### config.mk
export PLATFORM = sky130hd
export DESIGN_NAME = fuzzy_self_tuning_pid
export DESIGN_NICKNAME = d
export VERILOG_FILES = /design/src/sv/fstp_pkg.sv /design/src/sv/fstp_ctrl.sv /design/src/sv/fstp_dp.sv /design/src/sv/fuzzy_self_tuning_pid.sv
export SDC_FILE = /design/constraint.sdc
export NUM_CORES = 2
export LEC_CHECK = 0
export ABC_CLOCK_PERIOD_IN_PS = 16600
export BUFFER_PORTS_ARGS = -buffer_cell sky130_fd_sc_hd__buf_2
export CORE_ASPECT_RATIO = 0.6
export CORE_MARGIN = 1
export CORE_UTILIZATION = 53
export DETAILED_ROUTE_END_ITERATION = 7
export PLACE_DENSITY = 0.8
export SKIP_LAST_GASP = 1
export SLEW_MARGIN = 20
export SYNTH_ARGS = -nofsm -noshare
export SYNTH_HDL_FRONTEND = slang
export SYNTH_SLANG_ARGS = --single-unit
export TNS_END_PERCENT = 1
### constraint.sdc
create_clock -name clk -period 16.6 [get_ports clk]
set_input_delay 0.83 -clock clk [delete_from_list [all_inputs] [get_ports clk]]
set_output_delay 0.83 -clock clk [all_outputs]
set_load 0.03 [all_outputs]
### src/sv/fstp_pkg.sv
// Shared types, constants and rule tables for the fuzzy self-tuning PID.
// No dependencies; used by every module of the block.
package fstp_pkg;

	localparam int SAMPLE_FRAC_BITS = 8;
	localparam int GAIN_FRAC_BITS   = 16;
	localparam int MU_BITS          = 16;
	localparam int NUM_SETS         = 7;

	localparam logic signed [31:0] KP_RESET = 32'sd65536;
	localparam logic signed [31:0] KI_RESET = 32'sd0;
	localparam logic signed [31:0] KD_RESET = 32'sd0;

	// configuration register indexes
	localparam logic [1:0] REG_KP_START = 2'd0;
	localparam logic [1:0] REG_KI_START = 2'd1;
	localparam logic [1:0] REG_KD_START = 2'd2;

	// defuzz units per real unit, and floor(2^32 / (units)) for the reciprocal divide
	localparam int          KP_UNITS    = 10;
	localparam int          KI_UNITS    = 50;
	localparam int          KD_UNITS    = 1;
	localparam int          RECIP_SHIFT = 32;
	localparam logic [31:0] RECIP_KP    = 32'd429496729;
	localparam logic [31:0] RECIP_KI    = 32'd85899345;

	// set code NS, where the Kd table uses its own slope
	localparam logic [2:0] CODE_NS = 3'd2;

	typedef struct packed {
		logic signed [15:0] setpoint;
		logic signed [15:0] feedback;
	} in_item_t;

	typedef struct packed {
		logic signed [39:0] drive_increment;
		logic signed [31:0] kp_now;
		logic signed [31:0] ki_now;
		logic signed [31:0] kd_now;
	} out_item_t;

	typedef struct packed {
		logic       cfg_we;
		logic       load;
		logic       fuzz;
		logic       scan;
		logic       defz;
		logic       corr;
		logic       mul;
		logic       fin;
		logic [2:0] step;
	} cmd_t;

	// rule tables, set code + 3, [e set][ec set]
	localparam logic [2:0] KP_TAB [7][7] = '{
		'{6,6,5,5,4,3,3}, '{6,6,5,4,4,3,3}, '{5,5,5,4,3,2,2}, '{5,5,4,3,2,1,1},
		'{4,4,3,2,2,1,1}, '{4,3,2,1,1,1,0}, '{3,3,1,1,1,0,0}};
	localparam logic [2:0] KI_TAB [7][7] = '{
		'{0,0,1,1,2,3,3}, '{0,0,1,2,2,3,3}, '{0,1,2,2,3,4,4}, '{1,1,2,3,4,5,5},
		'{1,2,3,4,4,5,6}, '{3,3,4,4,5,6,6}, '{3,3,4,5,5,6,6}};
	localparam logic [2:0] KD_TAB [7][7] = '{
		'{4,2,0,0,0,1,4}, '{4,2,0,1,1,2,3}, '{3,2,1,1,2,2,3}, '{3,2,2,2,2,2,3},
		'{3,3,3,3,3,3,3}, '{6,2,4,4,4,4,6}, '{6,5,5,5,4,4,6}};

	// set value = (A + B*mu)/2
	localparam logic signed [3:0] SET_A [7] = '{-2,-3,-2,0,2,3,2};
	localparam logic signed [3:0] SET_B [7] = '{-4,-1,0,0,0,1,4};

endpackage

### src/sv/fstp_ctrl.sv
// Sequencer for the fuzzy self-tuning PID: steps the datapath through
// fuzzify, rule scan, defuzz, gain update and PID multiply. Uses fstp_pkg.
module fstp_ctrl (
	input  logic          clk,
	input  logic          arst_n,
	input  logic          in_valid,
	output logic          in_stall,
	output logic          out_valid,
	input  logic          out_stall,
	input  logic          cfg_valid,
	output logic          cfg_ready,
	output fstp_pkg::cmd_t cmd
);

	typedef enum logic [2:0] {
		S_IDLE, S_FUZZ, S_SCAN, S_DEFZ, S_CORR, S_MUL, S_FIN
	} state_t;

	state_t     state_q;
	logic [2:0] cnt_q;
	logic       out_valid_q;
	logic       fin_ok;

	assign fin_ok    = !out_valid_q || !out_stall;
	assign in_stall  = (state_q != S_IDLE);
	assign out_valid = out_valid_q;
	assign cfg_ready = 1'b1;

	always_comb begin
		cmd        = '0;
		cmd.cfg_we = cfg_valid;
		cmd.step   = cnt_q;
		case (state_q)
			S_IDLE: cmd.load = in_valid;
			S_FUZZ: cmd.fuzz = 1'b1;
			S_SCAN: cmd.scan = 1'b1;
			S_DEFZ: cmd.defz = 1'b1;
			S_CORR: cmd.corr = 1'b1;
			S_MUL:  cmd.mul  = 1'b1;
			S_FIN:  cmd.fin  = fin_ok;
			default: cmd = '0;
		endcase
	end

	always_ff @(posedge clk or negedge arst_n) begin
		if (!arst_n) begin
			state_q     <= S_IDLE;
			cnt_q       <= '0;
			out_valid_q <= 1'b0;
		end else begin
			if (state_q == S_FIN && fin_ok)
				out_valid_q <= 1'b1;
			else if (out_valid_q && !out_stall)
				out_valid_q <= 1'b0;
			case (state_q)
				S_IDLE: if (in_valid) state_q <= S_FUZZ;
				S_FUZZ: begin
					cnt_q   <= '0;
					state_q <= S_SCAN;
				end
				S_SCAN: begin
					if (cnt_q == 3'(fstp_pkg::NUM_SETS - 1)) begin
						cnt_q   <= '0;
						state_q <= S_DEFZ;
					end else begin
						cnt_q <= cnt_q + 3'd1;
					end
				end
				S_DEFZ: state_q <= S_CORR;
				S_CORR: begin
					cnt_q   <= '0;
					state_q <= S_MUL;
				end
				S_MUL: begin
					if (cnt_q == 3'd2) begin
						cnt_q   <= '0;
						state_q <= S_FIN;
					end else begin
						cnt_q <= cnt_q + 3'd1;
					end
				end
				S_FIN: begin
					if (fin_ok)
						state_q <= S_IDLE;
				end
				default: state_q <= S_IDLE;
			endcase
		end
	end

endmodule

### src/sv/fstp_dp.sv
// Datapath of the fuzzy self-tuning PID: error history, memberships, rule
// scan, defuzz with reciprocal divide, gains and the PID accumulator. Uses fstp_pkg.
module fstp_dp #(
	parameter int SAMPLE_FRAC_BITS = fstp_pkg::SAMPLE_FRAC_BITS,
	parameter int GAIN_FRAC_BITS   = fstp_pkg::GAIN_FRAC_BITS
) (
	input  logic                clk,
	input  logic                arst_n,
	input  fstp_pkg::cmd_t      cmd,
	input  fstp_pkg::in_item_t  in_data,
	input  logic [1:0]          cfg_index,
	input  logic [31:0]         cfg_data,
	output fstp_pkg::out_item_t out_data
);

	localparam int MU_BITS = fstp_pkg::MU_BITS;
	localparam int MUW     = MU_BITS + 1;
	localparam int YW      = 21 + GAIN_FRAC_BITS;
	localparam int XW      = YW - 17;
	localparam int PW      = XW + 32;
	localparam int ACCW    = 54;
	localparam logic [MUW-1:0] MU_ONE = MUW'(1) << MU_BITS;
	localparam logic signed [ACCW-1:0] RES_MAX = (ACCW'(1) <<< 39) - ACCW'(1);
	localparam logic signed [ACCW-1:0] RES_MIN = -(ACCW'(1) <<< 39);

	function automatic logic signed [19:0] pt(int u);
		return 20'(u * (1 << SAMPLE_FRAC_BITS));
	endfunction

	function automatic logic [MUW-1:0] ramp(logic signed [19:0] num, logic span2);
		logic [36:0] t;
		t = 37'(unsigned'(num)) << MU_BITS;
		return MUW'(t >> (SAMPLE_FRAC_BITS + int'(span2)));
	endfunction

	function automatic logic [MUW-1:0] tri_m(logic signed [19:0] x, int a, int b, int c);
		if (x <= pt(a)) return '0;
		if (x <= pt(b)) return ramp(x - pt(a), (b - a) == 2);
		if (x <= pt(c)) return ramp(pt(c) - x, (c - b) == 2);
		return '0;
	endfunction

	function automatic logic [MUW-1:0] memb(logic signed [19:0] x, int k);
		logic [MUW-1:0] r;
		case (k)
			0: r = (x <= pt(-3)) ? MU_ONE : ((x <= pt(-1)) ? ramp(pt(-1) - x, 1'b1) : '0);
			1: r = tri_m(x, -3, -2, 0);
			2: r = tri_m(x, -3, -1, 1);
			3: r = tri_m(x, -2, 0, 2);
			4: r = tri_m(x, -1, 1, 3);
			5: r = tri_m(x, 0, 2, 3);
			default: r = (x <= pt(1)) ? '0 : ((x < pt(3)) ? ramp(x - pt(1), 1'b1) : MU_ONE);
		endcase
		return r;
	endfunction

	// signed (A + B*mu) scaled by 2^16
	function automatic logic signed [20:0] set_val(logic [2:0] c, logic kd_ns,
			logic [MUW-1:0] mu);
		logic signed [20:0] av;
		logic signed [20:0] bv;
		logic signed [20:0] mv;
		av = 21'(fstp_pkg::SET_A[c]);
		bv = kd_ns ? 21'sd4 : 21'(fstp_pkg::SET_B[c]);
		mv = 21'(mu);
		return (av <<< MU_BITS) + bv * mv;
	endfunction

	// floor((|v|*2^GF + units*2^16) / 2^17)
	function automatic logic [XW-1:0] xval(logic [19:0] m, int units);
		logic [YW-1:0] y;
		y = (YW'(m) << GAIN_FRAC_BITS) + (YW'(units) << MU_BITS);
		return y[YW-1:17];
	endfunction

	function automatic logic [19:0] mag(logic signed [20:0] v);
		return v[20] ? 20'(-v) : 20'(v);
	endfunction

	function automatic logic signed [31:0] sat_add(logic signed [31:0] g, logic neg,
			logic [XW-1:0] q);
		logic signed [33:0] d;
		logic signed [33:0] s;
		d = signed'(34'(q));
		s = 34'(g) + (neg ? -d : d);
		if (s > 34'sh07FFFFFFF) return 32'sh7FFFFFFF;
		if (s < -34'sh080000000) return 32'sh80000000;
		return 32'(s);
	endfunction

	logic signed [16:0] e_q, e1_q, e2_q;
	logic signed [17:0] ec_q;
	logic [MUW-1:0]     me_q [7];
	logic [MUW-1:0]     mc_q [7];
	logic signed [17:0] best_q;
	logic [2:0]         bi_q, bj_q;
	logic signed [31:0] kp_q, ki_q, kd_q;
	logic               neg_p_q, neg_i_q, neg_d_q;
	logic [XW-1:0]      xp_q, xi_q, xd_q;
	logic [PW-1:0]      prodp_q, prodi_q;
	logic signed [ACCW-1:0] acc_q;
	fstp_pkg::out_item_t out_q;

	logic signed [16:0] e_n;
	logic signed [17:0] best_n;
	logic [2:0]         bi_n, bj_n;
	logic [MUW-1:0]     s_w;
	logic [2:0]         cp_w, ci_w, cd_w;
	logic signed [20:0] vp_w, vi_w, vd_w;
	logic [XW-1:0]      xp_w, xi_w;
	logic [XW-1:0]      q0p_w, q0i_w, rp_w, ri_w, qp_w, qi_w;
	logic signed [31:0] g_w;
	logic signed [18:0] op_w;
	logic signed [50:0] mprod_w;
	logic signed [ACCW-1:0] rnd_w, sh_w;

	assign e_n = 17'(in_data.setpoint) - 17'(in_data.feedback);

	// one row of the rule grid per cycle, first maximum wins
	always_comb begin
		best_n = best_q;
		bi_n   = bi_q;
		bj_n   = bj_q;
		s_w    = '0;
		for (int j = 0; j < 7; j++) begin
			s_w = (me_q[cmd.step] < mc_q[j]) ? me_q[cmd.step] : mc_q[j];
			if (signed'({1'b0, s_w}) > best_n) begin
				best_n = signed'({1'b0, s_w});
				bi_n   = cmd.step;
				bj_n   = 3'(j);
			end
		end
	end

	assign cp_w = fstp_pkg::KP_TAB[bi_q][bj_q];
	assign ci_w = fstp_pkg::KI_TAB[bi_q][bj_q];
	assign cd_w = fstp_pkg::KD_TAB[bi_q][bj_q];
	assign vp_w = set_val(cp_w, 1'b0, best_q[MUW-1:0]);
	assign vi_w = set_val(ci_w, 1'b0, best_q[MUW-1:0]);
	assign vd_w = set_val(cd_w, cd_w == fstp_pkg::CODE_NS, best_q[MUW-1:0]);
	assign xp_w = xval(mag(vp_w), fstp_pkg::KP_UNITS);
	assign xi_w = xval(mag(vi_w), fstp_pkg::KI_UNITS);

	// reciprocal estimate is low by at most one
	assign q0p_w = prodp_q[PW-1:fstp_pkg::RECIP_SHIFT];
	assign q0i_w = prodi_q[PW-1:fstp_pkg::RECIP_SHIFT];
	assign rp_w  = xp_q - XW'(q0p_w * fstp_pkg::KP_UNITS);
	assign ri_w  = xi_q - XW'(q0i_w * fstp_pkg::KI_UNITS);
	assign qp_w  = q0p_w + XW'(rp_w >= XW'(fstp_pkg::KP_UNITS));
	assign qi_w  = q0i_w + XW'(ri_w >= XW'(fstp_pkg::KI_UNITS));

	always_comb begin
		case (cmd.step[1:0])
			2'd0: begin
				g_w  = kp_q;
				op_w = 19'(e_q) - 19'(e1_q);
			end
			2'd1: begin
				g_w  = ki_q;
				op_w = 19'(e_q);
			end
			default: begin
				g_w  = kd_q;
				op_w = 19'(e_q) - (19'(e1_q) <<< 1) + 19'(e2_q);
			end
		endcase
	end

	assign mprod_w = 51'(g_w) * 51'(op_w);
	assign rnd_w   = acc_q + (ACCW'(1) <<< (SAMPLE_FRAC_BITS - 1));
	assign sh_w    = rnd_w >>> SAMPLE_FRAC_BITS;

	always_ff @(posedge clk or negedge arst_n) begin
		if (!arst_n) begin
			e1_q <= '0;
			e2_q <= '0;
			kp_q <= fstp_pkg::KP_RESET;
			ki_q <= fstp_pkg::KI_RESET;
			kd_q <= fstp_pkg::KD_RESET;
		end else begin
			if (cmd.cfg_we) begin
				case (cfg_index)
					fstp_pkg::REG_KP_START: kp_q <= signed'(cfg_data);
					fstp_pkg::REG_KI_START: ki_q <= signed'(cfg_data);
					fstp_pkg::REG_KD_START: kd_q <= signed'(cfg_data);
					default: ;
				endcase
			end else if (cmd.corr) begin
				kp_q <= sat_add(kp_q, neg_p_q, qp_w);
				ki_q <= sat_add(ki_q, neg_i_q, qi_w);
				kd_q <= sat_add(kd_q, neg_d_q, xd_q);
			end
			if (cmd.fin) begin
				e2_q <= e1_q;
				e1_q <= e_q;
			end
		end
	end

	always_ff @(posedge clk) begin
		if (cmd.load) begin
			e_q  <= e_n;
			ec_q <= 18'(e_n) - 18'(e1_q);
		end
		if (cmd.fuzz) begin
			for (int k = 0; k < 7; k++) begin
				me_q[k] <= memb(20'(e_q), k);
				mc_q[k] <= memb(20'(ec_q), k);
			end
			best_q <= -18'sd1;
			bi_q   <= '0;
			bj_q   <= '0;
		end
		if (cmd.scan) begin
			best_q <= best_n;
			bi_q   <= bi_n;
			bj_q   <= bj_n;
		end
		if (cmd.defz) begin
			neg_p_q <= vp_w[20];
			neg_i_q <= vi_w[20];
			neg_d_q <= vd_w[20];
			xp_q    <= xp_w;
			xi_q    <= xi_w;
			xd_q    <= xval(mag(vd_w), fstp_pkg::KD_UNITS);
			prodp_q <= PW'(xp_w) * PW'(fstp_pkg::RECIP_KP);
			prodi_q <= PW'(xi_w) * PW'(fstp_pkg::RECIP_KI);
		end
		if (cmd.mul)
			acc_q <= ((cmd.step[1:0] == 2'd0) ? '0 : acc_q) + ACCW'(mprod_w);
		if (cmd.fin) begin
			if (sh_w > RES_MAX)      out_q.drive_increment <= 40'(RES_MAX);
			else if (sh_w < RES_MIN) out_q.drive_increment <= 40'(RES_MIN);
			else                     out_q.drive_increment <= 40'(sh_w);
			out_q.kp_now <= kp_q;
			out_q.ki_now <= ki_q;
			out_q.kd_now <= kd_q;
		end
	end

	assign out_data = out_q;

endmodule

### src/sv/fuzzy_self_tuning_pid.sv
// Top level of the fuzzy self-tuning incremental PID controller.
// Instantiates fstp_ctrl and fstp_dp; types come from fstp_pkg.

// Each request runs these steps from acceptance to the next acceptance:
// fuzzify error and error change, scan the 7x7 rule grid a row per cycle,
// defuzzify, gain update (reciprocal divide), the shared gain-times-error
// multiplier, then round and register the result. A finished result waits
// in the output register while the next request is taken; the block only
// holds in the final state if that register is still full and out_stall is
// high. Configuration writes load the gain immediately and are meant for
// idle time; cfg_ready is always high and indexes past kd_start are ignored.
module fuzzy_self_tuning_pid #(
	parameter int SAMPLE_FRAC_BITS = fstp_pkg::SAMPLE_FRAC_BITS,
	parameter int GAIN_FRAC_BITS   = fstp_pkg::GAIN_FRAC_BITS
) (
	input  logic                clk,
	input  logic                arst_n,
	input  logic                in_valid,
	output logic                in_stall,
	input  fstp_pkg::in_item_t  in_data,
	output logic                out_valid,
	input  logic                out_stall,
	output fstp_pkg::out_item_t out_data,
	input  logic                cfg_valid,
	output logic                cfg_ready,
	input  logic [1:0]          cfg_index,
	input  logic [31:0]         cfg_data
);

	fstp_pkg::cmd_t cmd;

	fstp_ctrl u_ctrl (
		.clk       (clk),
		.arst_n    (arst_n),
		.in_valid  (in_valid),
		.in_stall  (in_stall),
		.out_valid (out_valid),
		.out_stall (out_stall),
		.cfg_valid (cfg_valid),
		.cfg_ready (cfg_ready),
		.cmd       (cmd)
	);

	fstp_dp #(
		.SAMPLE_FRAC_BITS (SAMPLE_FRAC_BITS),
		.GAIN_FRAC_BITS   (GAIN_FRAC_BITS)
	) u_dp (
		.clk       (clk),
		.arst_n    (arst_n),
		.cmd       (cmd),
		.in_data   (in_data),
		.cfg_index (cfg_index),
		.cfg_data  (cfg_data),
		.out_data  (out_data)
	);

endmodule

==> results.sh <==
export IMPL_r2r_end="u_dp.prodp_q[48]"
export IMPL_rsz0062_at_grt="true"
export IMPL_max_cap_violations=0
export IMPL_vias=75610
export IMPL_synth_main_ff_cell="edfxtp_1"
export IMPL_cp_arrival_ns=16.53
export IMPL_critPathMaxStageDelay_ns=0.58
export IMPL_final_setup_tns_ns=0
export IMPL_dieArea_um2=174800
export IMPL_hp_class="input pin to async pin"
export IMPL_routed_via_density=5.983
export IMPL_die_h_um=324.2
export IMPL_ctsHoldBuffers=0
export IMPL_clock_sinks=619
export IMPL_finalWirelength_um=278800
export IMPL_post_route_min_period_ns=16.11
export IMPL_grt_util_all_layers_pct=31.62
export IMPL_drc=0
export IMPL_area_growth_pct=9.170
export IMPL_synth_top_area_cell="fa_1"
export IMPL_synth_distinct_cells=108
export IMPL_startpoint_type="flop"
export IMPL_synth_top_area_share_pct=23.31
export IMPL_grt_pass1_wl_um=428900
export IMPL_fillers=14140
export IMPL_synth_area_top_cells="fa_1 23%, ha_1 16%, edfxtp_1 16%"
export IMPL_status="finished, final reports clean"
export IMPL_cts_tree="built"
export IMPL_detail_route_antenna_nets=0
export IMPL_utilization_pct=58.65
export IMPL_fp_coreArea_um2=170700
export IMPL_syn_area_um2=91710
export IMPL_worstSetupPathType="flop to flop"
export IMPL_synth_avg_cell_area_um2=9.164
export IMPL_worstSetupEndpointType="flop"
export IMPL_hold_viol_final=0
export IMPL_clock_fmax_ghz=0.06208
export IMPL_row_count=117
export IMPL_syn_nets=12310
export IMPL_synth_common_cells="1636 x inv_1, 1164 x ha_1, 1068 x fa_1, 1008 x nand2_1, 761 x nor2_1"
export IMPL_ios=210
export IMPL_drt_iter0_markers=8376
export IMPL_synth_edf_count=482
export IMPL_reg2reg_from="u_dp.bi_q[1]"
export IMPL_worstPathRequired_ns=17.03
export IMPL_grt_pass1_vias=75040
export IMPL_path_common_cell="fa_1"
export IMPL_grt_max_degree=142
export IMPL_synth_seq_cells=619
export IMPL_ys_warnings_count=0
export IMPL_ys_async_sr_fraction_pct=22.13
export IMPL_cp_max_fo=10
export IMPL_r2r_slack_ns=0.49
export IMPL_yosysMostFrequentCell="inv_1"
export IMPL_tightest_slew_ns=1.300
export IMPL_syn_instance_count=10010
export IMPL_antenna_found_initial=15
export IMPL_relSlewSlack_pct=12.96
export IMPL_cts_root_buf="clkbuf_16"
export IMPL_slowest_stage="fa_1"
export IMPL_finalNonFillerCells=12640
export IMPL_fin_crit_sh_pct=97.04
export IMPL_drv_slew=0
export IMPL_drive_gt1_share_pct=8.944
export IMPL_die_w_um=539.0
export IMPL_clk_latency_ns=0.70
export IMPL_ys_seq_area_share_pct=19.52
export IMPL_setup_viol=0
export IMPL_initial_core_util_pct=53.73
export IMPL_cts_max_level=3
export IMPL_cts_buffers=68
export IMPL_r2r_cells=57
export IMPL_port_buffers=208
export IMPL_fin_skew_ns=0.04821
export IMPL_wl_per_cell_um=22.06
export IMPL_crit_end="u_dp.prodp_q[48]"
export IMPL_placed_cells=12470
export IMPL_gp_congestion=1.046
export IMPL_first_pass_iters=7
export IMPL_clk_pin_slew_worst_paths_ns=0.08
export IMPL_grt_overflow=0
export IMPL_layout_nets=12610
export IMPL_clock_path_buffers=3
export IMPL_hpwl_um=226900
export IMPL_crit_start="u_dp.bi_q[1]"
how the worst min path moves through the flow:
stage                   from       endpoint  slack, ns  depth (start not counted)
2_1_floorplan  u_dp.e2_q[10]  u_dp.e2_q[10]       0.45                          2
5_1_grt               arst_n  u_dp.kd_q[31]       0.11                          1
3_3_place_gp    u_dp.e2_q[3]   u_dp.e2_q[3]       0.46                          2
4_1_cts               arst_n  u_dp.kd_q[28]       0.08                          1
6_report              arst_n  u_dp.kd_q[28]       0.08                          1
3_5_place_dp    u_dp.e2_q[4]   u_dp.e2_q[4]       0.47                          2
per-layer routing:
| layer | GRT usage [%] | share of wire, % | routed length, µm | up-vias |
|---|---|---|---|---|
| met4 | 10.14 | 3.7 | 10190 | 14 |
| met2 | 44.74 | 40 | 112300 | 4491 |
| met1 | 44.62 | 41 | 115600 | 36680 |
| li1 | - | - | - | 33850 |
| met3 | 11.54 | 14 | 40070 | 570 |
| met5 | 0.5141 | 0.21 | 591 | - |
cells by family after synthesis:
family / after synthesis / synth area share (%)
simple gates: 2754 / 13.80
compound gates: 1709 / 12.08
buf+inv: 1949 / 8.018
mux: 126 / 1.474
other cells: 1 / 0.004089
xor+xnor: 615 / 5.890
flops: 619 / 19.52
fa+ha+maj: 2234 / 39.22
placed cells by master, fill, tap and decap left out, drive strengths merged, types with 36 or more instances in the layout:
cell type / instances
inv: 1649
ha: 1164
fa: 1068
nand2: 1008
nor2: 761
buf: 539
edfxtp: 482
a21oi: 449
xnor2: 433
o21ai: 429
a21o: 182
xor2: 181
and2: 140
dfrtp: 136
nor3: 135
nand3: 134
nand2b: 131
and3: 101
nor2b: 92
mux2i: 90
clkbuf: 82
o21a: 81
a41oi: 64
or3: 59
o21bai: 57
nand4: 48
a31oi: 46
a21boi: 43
or2: 40
a221oi: 36
layout make-up:
type	instances	area (µm²)	area share, %
Antenna cell	12	30.03	0.02999
Sequential cell	619	17900	17.88
Clock buffer	82	1775	1.773
Tap cell	2261	2829	2.826
Clock inverter	43	470.5	0.4699
Timing Repair Buffer	539	3603	3.599
Multi-Input combinational cell	7440	67340	67.26
Inverter	1641	6165	6.158
state kept, by name, summed over array words and instances (netlist names), 3 cells and up:
name	count
u_dp.e_q	17
u_dp.kp_q	32
u_ctrl.cnt_q	3
u_dp.e1_q	17
u_dp.best_q	18
u_dp.acc_q	54
u_ctrl.state_q	3
u_dp.xi_q	19
u_dp.ec_q	18
u_dp.kd_q	32
u_dp.e2_q	17
u_dp.prodp_q	17
u_dp.bj_q	3
u_dp.ki_q	32
u_dp.mc_q	70
u_dp.prodi_q	15
u_dp.me_q	70
u_dp.bi_q	3
u_dp.xp_q	19
u_dp.out_data	136
u_dp.xd_q	20
timing repair:
action | CTS | global route
resized for setup | 9 | 142
pin swaps | 1 | 48
setup endpoints to repair | 28 | 47
gates cloned | 0 | 1
setup buffers | 0 | 30
stage by stage:
stage / area (µm²) / hold WS (ns) / setup WS, ns
finish: 100100 / 0.07875 / 0.4906
global route: 100100 / 0.1135 / -0.2994
CTS: 99200 / 0.07832 / -0.1316
detailed placement: 96930 / 0.4700 / -0.3637
global placement: 96920 / 0.4622 / 0.03694
floorplan: 91820 / 0.4498 / 0.01012
critical path: cells and delay by family (launching register included):
kind	cells	cell delay [ns]
simple gates	20	4.52
mux	2	0.80
compound gates	15	3.53
xor+xnor	3	0.51
flops	1	0.41
buf+inv	4	0.52
fa+ha+maj	13	5.55
Power is left out: the tool's default activity adds up to more than one toggle a clock period on the data nets, which glitch-free logic cannot reach.
